$ cat src/rtl/dnle_pkg.sv
// dnle_pkg: shared types and constants of the name label encoder
// used by dnle_name_state, dnle_result_seq and dns_name_label_encoder
package dnle_pkg;

    localparam int unsigned OFS_W = 9;                  // packet offset width
    localparam logic [OFS_W-1:0] HEADER_BYTES = 9'd12;  // fixed header ahead of the name
    localparam logic [OFS_W-1:0] MAX_NAME     = 9'd255; // longest name accepted
    localparam logic [7:0] DOT_CHAR  = 8'd46;
    localparam logic [7:0] END_CHAR  = 8'd0;
    localparam logic [7:0] MAX_LABEL = 8'd63;

    // configuration register indexes
    localparam logic CFG_QUERY_TYPE  = 1'b0;
    localparam logic CFG_QUERY_CLASS = 1'b1;

    // results of a terminator, in output order
    typedef enum logic [2:0] {
        STEP_LEN,
        STEP_ZERO,
        STEP_TYPE_HI,
        STEP_TYPE_LO,
        STEP_CLASS_HI,
        STEP_CLASS_LO
    } t_step;

    // first result of an accepted character, handed to the result sequencer
    typedef struct packed {
        logic             drop;     // no result at all
        logic             term;     // terminator, five more results follow
        logic [OFS_W-1:0] offset;
        logic [7:0]       value;
        logic             err;
        logic [OFS_W-1:0] end_ofs;  // header + name length
    } t_first;

endpackage

$ cat src/rtl/dnle_name_state.sv
// dnle_name_state: position, label and error tracking of the current name
// depends on dnle_pkg
module dnle_name_state
    import dnle_pkg::*;
(
    input  logic       i_clk,
    input  logic       i_rst_n,
    input  logic       i_accept,
    input  logic [7:0] i_char,
    output t_first     o_first
);

    logic [7:0] r_pos, n_pos;
    logic [7:0] r_start, n_start;
    logic [7:0] r_len, n_len;
    logic       r_err, n_err;

    logic [OFS_W-1:0] pos_ofs;
    logic [OFS_W-1:0] start_ofs;
    logic [7:0]       len_inc;

    assign pos_ofs   = {1'b0, r_pos} + HEADER_BYTES;
    assign start_ofs = {1'b0, r_start} + HEADER_BYTES;
    assign len_inc   = (r_len == 8'hFF) ? r_len : r_len + 8'd1;

    always_comb begin
        n_pos   = r_pos;
        n_start = r_start;
        n_len   = r_len;
        n_err   = r_err;
        o_first = '0;
        o_first.end_ofs = pos_ofs;
        if (i_char == END_CHAR) begin
            o_first.term   = 1'b1;
            o_first.offset = start_ofs;
            o_first.value  = r_len;
            o_first.err    = r_err;
            n_pos   = '0;
            n_start = '0;
            n_len   = '0;
            n_err   = 1'b0;
        end else if ({1'b0, r_pos} >= MAX_NAME) begin
            // name full: character dropped
            o_first.drop = 1'b1;
            n_err = 1'b1;
        end else if (i_char == DOT_CHAR) begin
            o_first.offset = start_ofs;
            o_first.value  = r_len;
            o_first.err    = r_err;
            n_start = r_pos + 8'd1;
            n_len   = '0;
            n_pos   = r_pos + 8'd1;
        end else begin
            n_len = len_inc;
            n_err = r_err | (len_inc > MAX_LABEL);
            o_first.offset = pos_ofs + 9'd1;
            o_first.value  = i_char;
            o_first.err    = n_err;
            n_pos = r_pos + 8'd1;
        end
    end

    always_ff @(posedge i_clk) begin
        if (!i_rst_n) begin
            r_pos   <= '0;
            r_start <= '0;
            r_len   <= '0;
            r_err   <= 1'b0;
        end else if (i_accept) begin
            r_pos   <= n_pos;
            r_start <= n_start;
            r_len   <= n_len;
            r_err   <= n_err;
        end
    end

endmodule

$ cat src/rtl/dnle_result_seq.sv
// dnle_result_seq: output register and terminator write sequence
// depends on dnle_pkg
module dnle_result_seq
    import dnle_pkg::*;
(
    input  logic             i_clk,
    input  logic             i_rst_n,
    input  logic             i_load,
    input  t_first           i_first,
    input  logic [15:0]      i_query_type,
    input  logic [15:0]      i_query_class,
    input  logic             i_out_ready,
    output logic             o_out_valid,
    output logic             o_free,
    output logic [OFS_W-1:0] o_offset,
    output logic [7:0]       o_value,
    output logic             o_last,
    output logic [OFS_W-1:0] o_pkt,
    output logic             o_err
);

    logic             r_valid, n_valid;
    t_step            r_step, n_step;
    logic [OFS_W-1:0] r_end, n_end;
    logic [OFS_W-1:0] r_offset, n_offset;
    logic [7:0]       r_value, n_value;
    logic             r_last, n_last;
    logic [OFS_W-1:0] r_pkt, n_pkt;
    logic             r_err, n_err;

    logic xfer;
    t_step step_inc;

    assign xfer     = r_valid & i_out_ready;
    assign o_free   = !r_valid || (i_out_ready && r_last);
    assign step_inc = t_step'(r_step + 3'd1);

    always_comb begin
        n_valid  = r_valid;
        n_step   = r_step;
        n_end    = r_end;
        n_offset = r_offset;
        n_value  = r_value;
        n_last   = r_last;
        n_pkt    = r_pkt;
        n_err    = r_err;
        if (i_load && !i_first.drop) begin
            n_valid  = 1'b1;
            n_step   = STEP_LEN;
            n_end    = i_first.end_ofs;
            n_offset = i_first.offset;
            n_value  = i_first.value;
            n_last   = !i_first.term;
            n_pkt    = '0;
            n_err    = i_first.err;
        end else if (xfer && r_last) begin
            n_valid = 1'b0;
        end else if (xfer) begin
            n_step   = step_inc;
            n_offset = r_end + {6'd0, step_inc};
            n_last   = (step_inc == STEP_CLASS_LO);
            n_pkt    = (step_inc == STEP_CLASS_LO) ? r_end + 9'd6 : '0;
            case (step_inc)
                STEP_ZERO:     n_value = 8'd0;
                STEP_TYPE_HI:  n_value = i_query_type[15:8];
                STEP_TYPE_LO:  n_value = i_query_type[7:0];
                STEP_CLASS_HI: n_value = i_query_class[15:8];
                STEP_CLASS_LO: n_value = i_query_class[7:0];
                default:       n_value = 8'd0;
            endcase
        end
    end

    always_ff @(posedge i_clk) begin
        if (!i_rst_n) begin
            r_valid <= 1'b0;
            r_step  <= STEP_LEN;
            r_last  <= 1'b1;
        end else begin
            r_valid <= n_valid;
            r_step  <= n_step;
            r_last  <= n_last;
        end
    end

    always_ff @(posedge i_clk) begin
        r_end    <= n_end;
        r_offset <= n_offset;
        r_value  <= n_value;
        r_pkt    <= n_pkt;
        r_err    <= n_err;
    end

    assign o_out_valid = r_valid;
    assign o_offset    = r_offset;
    assign o_value     = r_value;
    assign o_last      = r_last;
    assign o_pkt       = r_pkt;
    assign o_err       = r_err;

    // a result that is not the last one is never at the final terminator step
    a_mid_in_term: assert property (@(posedge i_clk) disable iff (!i_rst_n)
        r_valid && !r_last |-> r_step != STEP_CLASS_LO)
        else $error("non-last result at final terminator step");

    // packet size only rides on the last result
    a_pkt_on_last: assert property (@(posedge i_clk) disable iff (!i_rst_n)
        r_valid && !r_last |-> r_pkt == '0)
        else $error("packet size on a non-last result");

    // terminator writes go to consecutive offsets
    a_term_consec: assert property (@(posedge i_clk) disable iff (!i_rst_n)
        r_valid && r_step != STEP_LEN |-> r_offset == r_end + {6'd0, r_step})
        else $error("terminator write offset out of sequence");

    // no new item is taken while a terminator run is unfinished
    a_no_load_mid: assert property (@(posedge i_clk) disable iff (!i_rst_n)
        r_valid && !r_last |-> !o_free)
        else $error("input free during terminator run");

endmodule

$ cat src/rtl/dns_name_label_encoder.sv
// dns_name_label_encoder: top level of the question-name label encoder
// depends on dnle_pkg, dnle_name_state and dnle_result_seq
//
// Takes a dotted domain name one character per transfer on the slave stream,
// a zero byte ending the name, and gives packet-buffer writes (offset, byte)
// on the master stream, placed after a 12-byte header. A character at name
// position i is written at offset 13+i; a dot writes the closed label's
// length into that label's length slot; the zero byte writes the last label
// length, a zero, the query type and the query class (high byte first) and
// reports the total packet size with its last write. Labels over 63
// characters and names over 255 characters set the sticky error flag in
// tuser; characters past 255 are dropped without a write. Rate: one transfer
// per clock for ordinary characters and dots while the master stream is
// ready; a terminator holds the input while its six writes leave the output
// register. The input is taken whenever the output register is empty or its
// last write of the current item is transferring in the same cycle.
// The first write of each item is computed in one pass from the name state
// registers and the character, and loaded into the output register.
// query_type and query_class reset to 1; the user must write them on the plain
// config port (index 0 and 1) only while idle; the block does not enforce it.
module dns_name_label_encoder
    import dnle_pkg::*;
(
    input  logic        i_clk,
    input  logic        i_rst_n,
    // config write port
    input  logic        i_cfg_we,
    input  logic        i_cfg_index,
    input  logic [15:0] i_cfg_data,
    // character stream
    input  logic        s_axis_tvalid,
    output logic        s_axis_tready,
    input  logic [7:0]  s_axis_tdata,   // [7:0] char_byte
    // packet write stream
    output logic        m_axis_tvalid,
    input  logic        m_axis_tready,
    output logic [31:0] m_axis_tdata,   // [8:0] write_offset, [16:9] byte_value,
                                        // [25:17] packet_bytes, [31:26] zero
    output logic        m_axis_tlast,   // run_last
    output logic        m_axis_tuser    // [0] label_error
);

    logic [15:0] r_query_type;
    logic [15:0] r_query_class;

    logic             in_xfer;
    logic             seq_free;
    t_first           first;
    logic [OFS_W-1:0] out_offset;
    logic [7:0]       out_value;
    logic [OFS_W-1:0] out_pkt;

    // config registers
    always_ff @(posedge i_clk) begin
        if (!i_rst_n) begin
            r_query_type  <= 16'd1;
            r_query_class <= 16'd1;
        end else if (i_cfg_we) begin
            case (i_cfg_index)
                CFG_QUERY_TYPE:  r_query_type  <= i_cfg_data;
                CFG_QUERY_CLASS: r_query_class <= i_cfg_data;
                default: ;
            endcase
        end
    end

    assign s_axis_tready = seq_free;
    assign in_xfer       = s_axis_tvalid & seq_free;

    // name position, label slot and error state
    dnle_name_state u_state (
        .i_clk    (i_clk),
        .i_rst_n  (i_rst_n),
        .i_accept (in_xfer),
        .i_char   (s_axis_tdata),
        .o_first  (first)
    );

    // output register and terminator sequence
    dnle_result_seq u_seq (
        .i_clk         (i_clk),
        .i_rst_n       (i_rst_n),
        .i_load        (in_xfer),
        .i_first       (first),
        .i_query_type  (r_query_type),
        .i_query_class (r_query_class),
        .i_out_ready   (m_axis_tready),
        .o_out_valid   (m_axis_tvalid),
        .o_free        (seq_free),
        .o_offset      (out_offset),
        .o_value       (out_value),
        .o_last        (m_axis_tlast),
        .o_pkt         (out_pkt),
        .o_err         (m_axis_tuser)
    );

    assign m_axis_tdata = {6'd0, out_pkt, out_value, out_offset};

endmodule

$ cat config.mk
export PLATFORM = sky130hd
export DESIGN_NAME = dns_name_label_encoder
export DESIGN_NICKNAME = d
export VERILOG_FILES = /design/src/rtl/dnle_pkg.sv /design/src/rtl/dnle_name_state.sv /design/src/rtl/dnle_result_seq.sv /design/src/rtl/dns_name_label_encoder.sv
export SDC_FILE = /design/constraint.sdc
export NUM_CORES = 1
export LEC_CHECK = 0
export ABC_AREA = 1
export BUFFER_PORTS_ARGS = -buffer_cell sky130_fd_sc_hd__buf_2
export CORE_AREA = 4 4 101 175
export CTS_CLUSTER_DIAMETER = 50
export DETAILED_ROUTE_END_ITERATION = 6
export DIE_AREA = 0 0 105 179
export GPL_TIMING_DRIVEN = 0
export PLACE_DENSITY = 0.52
export SLEW_MARGIN = 25
export SYNTH_ARGS = -nofsm -noshare
export SYNTH_HDL_FRONTEND = slang
export SYNTH_SLANG_ARGS = --single-unit
$ cat constraint.sdc
create_clock -name i_clk -period 2.7 [get_ports i_clk]
set_input_delay 0.135 -clock i_clk [delete_from_list [all_inputs] [get_ports i_clk]]
set_output_delay 0.135 -clock i_clk [all_outputs]
set_load 0.01 [all_outputs]
==> results_dict.tcl, run 1 <==
set metrics [dict create \
    numCtsBuffers 9 \
    wire_per_inst_um 15.7 \
    wl_um 15000 \
    ios 66 \
    worst_slack_ps 238 \
    clkTransAtPathRegs_ps 80 \
    yosys_warnings 0 \
    critPathCaptureType "flop" \
    clkLatencyLatePin_ps 360 \
    overflow 0 \
    critPathLaunchType "flop" \
    outcome "finished clean" \
    avgSynthCellArea_um2 7.47 \
    initial_utilization_pct 31.4 \
    grtUsageTotal_pct 16.4 \
    grt_pass1_vias 4612 \
    arrival_ps 2570 \
    crit_slowest_cell "dfxtp_1" \
    portBuffers 59 \
    drc_errors 0 \
    synth_cell_types 38 \
    p_leak_uw 0.00271 \
    min_path_type "primary input to flop" \
    path_class "flop to flop" \
    grt_pass1_wl_um 23800 \
    max_cap_viol_count 0 \
    period_needed_ps 2460 \
    core_mm2 0.0163 \
    multi_input_area_mm2 0.00250 \
    cellPowerDensity_mw_per_mm2 564 \
    cts_max_level 3 \
    worst_pin_slew_ps 765 \
    pre_cts_slack_ps -0.504 \
    relSlewSlack_pct 49.0 \
    fill_cells 1792 \
    critPathMaxFanout 10 \
    cts_hold_buf 0 \
    holdWs_ps 3.93 \
    nNetsFinal 807 \
    drt_iter0_drc 165 \
    clock_sinks 98 \
    finalNonFillerCells 958 \
    rsz0062_at_grt "no" \
    vias 4636 \
    dr.pass1.iters 4 \
    power_uw 3390 \
    cts_tree "yes" \
    synthArstFlopShare_pct 0 \
    grt_max_degree 21 \
    crit_required_ps 2810 \
    syn_to_final_growth_pct 17.3 \
    rows 62 \
    vias_per_cell 4.84 \
    num_antenna_cells 0 \
    synth_cells 685 \
    die_area_mm2 0.0188 \
    period_share_pct 91.2 \
    gp_routability_congestion 0.848 \
    hold_violations 0 \
    antenna_found_initial 0 \
    reg2reg_slack_ps 240 \
    clock-root-buffer "clkbuf_16" \
    synth-seq-cells 98 \
    synth-edff-count 27 \
    peakVddDrop_mv 0.314 \
    cp_slowest_stage_delay_ps 360 \
    regArea_mm2 0.00223 \
    fmax_mhz 406 \
    path_buf_inv 1 \
    clock_skew_ps 10.2 \
    finalMaxSlewViolations 0 \
    clock_path_buffers 2 \
    dp_cells 941 \
    drive_gt1_share_pct 15.8 \
    crit_family "adder cells" \
    path_cells "ha_1 > xnor2_2 > inv_4 > ha_1 > nand2_1 > a21oi_2 > nand3_1 > nor2_2 > a21oi_1 > nor2_1 > a21oi_1" \
    fin_tns_setup_ps 0 \
    dieHeight_um 179 \
    syn_area_mm2 0.00512 \
    synthFlopType "dfxtp_1" \
    setup_violations 0 \
    hpwl_um 11600 \
    dieWidth_um 105 \
    ys_seq_area_share_pct 43.6 \
    antenna_left 0 \
]
-- Yosys cell counts, types with 2 or more instances --
master	n	area (um2)
nand2_1	141	529
nor2_1	102	383
dfxtp_1	71	1420
o21ai_0	70	350
inv_1	63	236
nand3_1	48	240
a21oi_1	39	195
edfxtp_1	27	811
ha_1	15	188
o21ai_1	14	70.1
clkbuf_1	10	37.5
nand4_1	10	62.6
xor2_1	10	87.6
buf_4	8	60.1
nand2_2	6	37.5
nor3_1	6	30.0
buf_2	5	25.0
inv_2	5	18.8
xnor2_1	5	43.8
nor2_4	4	45.0
a22oi_1	2	15.0
a31oi_1	2	12.5
buf_6	2	22.5
nand2_4	2	22.5
nor2_2	2	12.5
nor2_8	2	40.0
o22ai_1	2	12.5
or2_2	2	12.5
-- stage by stage --
step                      utilization (%)  area [um2]
final                                36.8        6000
after global routing                 36.8        6000
after CTS                            36.7        5990
after detailed placement             34.8        5670
after global placement               34.8        5670
after floorplan                         -        5140
-- layout make-up --
| type | count | area share, % |
|---|---|---|
| multi-input cells | 496 | 41.7 |
| well taps | 192 | 4.00 |
| plain buffers | 26 | 2.48 |
| flip-flops and latches | 98 | 37.2 |
| clock buffers | 9 | 3.75 |
| repair buffers | 60 | 5.04 |
| clock inverters | 7 | 1.36 |
| inverters | 70 | 4.46 |
-- sequential cells by signal, indices dropped and copies added (netlist names) --
register / cells
r_query_class: 16
r_query_type: 16
u_seq.o_err: 1
u_seq.o_last: 1
u_seq.o_offset: 9
u_seq.o_out_valid: 1
u_seq.o_pkt: 9
u_seq.o_value: 8
u_seq.r_end: 9
u_seq.r_step: 3
u_state.r_err: 1
u_state.r_len: 8
u_state.r_pos: 8
u_state.r_start: 8
-- cell families (layout without fill, tap and decap cells) --
logic type	Yosys count	after routing	synth area share, %
other	1	6	0.0733
AO/OA/AOI/OAI	132	132	13.4
adder cells (fa/ha/maj)	16	16	4.06
AND/OR/NAND/NOR	326	326	27.9
flip-flops	98	98	43.6
buffers and inverters	96	172	8.09
XOR/XNOR	16	16	2.89
-- where the power goes --
| group | total (uW) | internal (uW) | switching (uW) |
|---|---|---|---|
| combinational | 409 | 139 | 270 |
| sequential | 1640 | 1600 | 44.2 |
| clock | 1330 | 664 | 671 |
-- metal layers --
metal / wire length, um / track usage (%) / part of all wire (%) / vias to the layer above
met5: 0 / 0 / 0 / -
met4: 556 / 7.94 / 3.7 / 0
met3: 534 / 2.31 / 3.6 / 29
met2: 8160 / 31.4 / 54 / 98
met1: 5770 / 17.5 / 38 / 2127
li1: - / - / - / 2382
-- what timing repair did --
| item | in CTS | in global routing |
|---|---|---|
| pin swaps | 0 | 1 |
| endpoints found under the setup margin | 1 | 1 |
| gates resized for setup | 1 | 3 |
| setup buffers | 0 | 1 |
| gates cloned | 0 | 0 |
-- layout by cell type (no fill, tap or decap), drive strengths merged --
| cell type | count |
|---|---|
| a21oi | 39 |
| a22o | 1 |
| a22oi | 3 |
| a31oi | 2 |
| buf | 76 |
| clkbuf | 19 |
| clkinv | 4 |
| conb | 6 |
| dfxtp | 71 |
| edfxtp | 27 |
| fa | 1 |
| ha | 15 |
| inv | 73 |
| nand2 | 149 |
| nand3 | 48 |
| nand4 | 11 |
| nor2 | 110 |
| nor3 | 6 |
| o211ai | 1 |
| o21ai | 84 |
| o22ai | 2 |
| or2 | 2 |
| xnor2 | 5 |
| xor2 | 11 |
-- final timing paths --
check                           depth (start not counted)           endpoint            start
worst min-delay path                                    3    r_query_type[1]    i_cfg_data[1]
worst min register to register                          2     u_seq.o_pkt[7]   u_seq.o_pkt[7]
worst max-delay path                                   11  u_seq.o_offset[8]  u_seq.r_step[0]
worst max register to register                         11  u_seq.o_offset[8]  u_seq.r_step[0]
-- worst register-to-register path, cell delays in order, from the launching register on --
cell	delay, ps
dfxtp_1	360
ha_1	240
xnor2_2	300
inv_4	130
ha_1	350
nand2_1	90
a21oi_2	200
nand3_1	150
nor2_2	140
a21oi_1	70
nor2_1	110
a21oi_1	60
(Power assumes the default switching activity.)
==> run 2, diff against run 1 <==
Settings changed: CORE_AREA 4 4 101 175 to 4 4 104 180, DIE_AREA 0 0 105 179 to 0 0 108 184, PLACE_DENSITY 0.52 to 0.49.
==> run 2 against run 1 <==
Net effect: setup slack improved by 45 ps; non-clock buffer count unchanged; largest cell class unchanged; worst hold slack about the same.
==> results_dict.tcl, run 2 (synthesis results as in run 1) <==
set metrics [dict create \
    outcome "finished clean" \
    antenna_left 0 \
    ios 66 \
    clkTransAtPathRegs_ps 80 \
    grtUsageTotal_pct 16.4 \
    arrival_ps 2520 \
    drc_errors 0 \
    crit_required_ps 2800 \
    vias 4652 \
    finish.utilization_pct 34.8 \
    clock_sinks 98 \
    layout_common_cells "141 x nand2_1, 102 x nor2_1, 71 x dfxtp_1, 70 x o21ai_0, 64 x buf_2" \
    crit_family "adder cells" \
    critPathLaunchType "flop" \
    pre_cts_slack_ps 18.7 \
    period_needed_ps 2420 \
    path_cells "ha_1 > xnor2_2 > inv_2 > ha_1 > nand2_1 > a21oi_2 > nand3_2 > nor2_1 > a21oi_1 > nor2_1 > a21oi_1" \
    wire_per_inst_um 15.8 \
    clkLatencyLatePin_ps 360 \
    cp_slowest_stage_delay_ps 360 \
    top_regs "r_query_class: 16 flops, r_query_type: 16 flops" \
    hold_violations 0 \
    cts_max_level 3 \
    final_area_mm2 0.00605 \
    critPathCaptureType "flop" \
    cellPowerDensity_mw_per_mm2 560 \
    period_share_pct 89.5 \
    fmax_mhz 414 \
    cts_tree "yes" \
    setup_violations 0 \
    grt_pass1_wl_um 24600 \
    relSlewSlack_pct 47.7 \
    peakVddDrop_mv 0.268 \
    critPathMaxFanout 10 \
    p_leak_uw 0.00271 \
    reg2reg_slack_ps 280 \
    antenna_found_initial 0 \
    die_area_mm2 0.0199 \
    crit_slowest_cell "dfxtp_1" \
    nNetsFinal 807 \
    vias_per_cell 4.67 \
    wl_um 15700 \
    final_common_cell "nand2_1" \
    initial_utilization_pct 29.4 \
    finalMaxSlewViolations 0 \
    worst_pin_slew_ps 785 \
    rsz0062_at_grt "no" \
    fin_tns_setup_ps 0 \
    syn_to_final_growth_pct 18.2 \
    numCtsBuffers 9 \
    dieHeight_um 184 \
    path_class "flop to flop" \
    dr.pass1.iters 4 \
    gp_routability_congestion 0.857 \
    num_antenna_cells 0 \
    path_buf_inv 1 \
    max_cap_viol_count 0 \
    dpl_cell_area_mm2 0.00572 \
    grt_max_degree 21 \
    drive_gt1_share_pct 15.7 \
    clock-root-buffer "clkbuf_16" \
    rows 64 \
    hpwl_um 12000 \
    grt_pass1_vias 4633 \
    overflow 0 \
    drt_iter0_drc 165 \
    core_mm2 0.0174 \
    dieWidth_um 108 \
    min_path_type "primary input to flop" \
    worst_slack_ps 283 \
    clock_skew_ps 11.3 \
    portBuffers 59 \
    clock_path_buffers 2 \
]
## run 2: cell count changes in the layout (fill, tap and decap cells not counted), sizes merged
cell	change
buf	-1
dlygate4sd3	+1
## run 2: where the power goes
| group | total, uW | internal [uW] | switching (uW) |
|---|---|---|---|
| logic | 415 | 140 | 276 |
| registers | 1640 | 1600 | 44.8 |
| clock network | 1330 | 661 | 669 |
## run 2: what timing repair did
action / 4_1_cts / 5_1_grt
resized for setup: 1 / 2
endpoints found under the setup margin: 1 / 1
setup buffers: 0 / 0
endpoints found under the hold margin: 1 / 0
hold buffers: 1 / 0
## run 2: final cells by class
| type | count | area, um2 |
|---|---|---|
| fill | 1925 | 11300 |
| multi-input combinational | 496 | 2510 |
| sequential | 98 | 2230 |
| timing repair buffer | 60 | 305 |
| tap | 231 | 289 |
| inverter | 70 | 265 |
| clock buffer | 9 | 225 |
| buffer | 26 | 149 |
| clock inverter | 7 | 78.8 |
## run 2: per-layer routing
metal / vias to the layer above / routed length [um] / track usage, %
met4: 0 / 720 / 8.59
met5: - / 0 / 0
li1: 2403 / - / -
met3: 35 / 674 / 2.81
met1: 2092 / 6060 / 17.8
met2: 122 / 8280 / 30.0
## run 2: worst reg2reg max path, stage by stage, from the launching register on
cell,delay [ps]
dfxtp_1,360
ha_1,240
xnor2_2,220
inv_2,170
ha_1,350
nand2_1,90
a21oi_2,210
nand3_2,140
nor2_1,140
a21oi_1,80
nor2_1,110
a21oi_1,60
## run 2: through the flow
stage               total power, uW  std cells  hold WS (ps)
floorplan                      1930        690           248
global placement               2100        980           373
detailed placement             2100        980           376
CTS                            3420        997          3.71
global route                   3550        997          12.7
finish                         3390        997          4.02
## run 2: path summary, 6_finish.rpt
| check | to | startpoint | cells past startpoint |
|---|---|---|---|
| worst min register to register | u_seq.o_pkt[2] | u_seq.o_pkt[2] | 2 |
| worst min-delay path | r_query_type[3] | i_cfg_data[3] | 3 |
| worst max-delay path | u_seq.o_offset[8] | u_seq.r_step[0] | 11 |
| worst max register to register | u_seq.o_offset[8] | u_seq.r_step[0] | 11 |
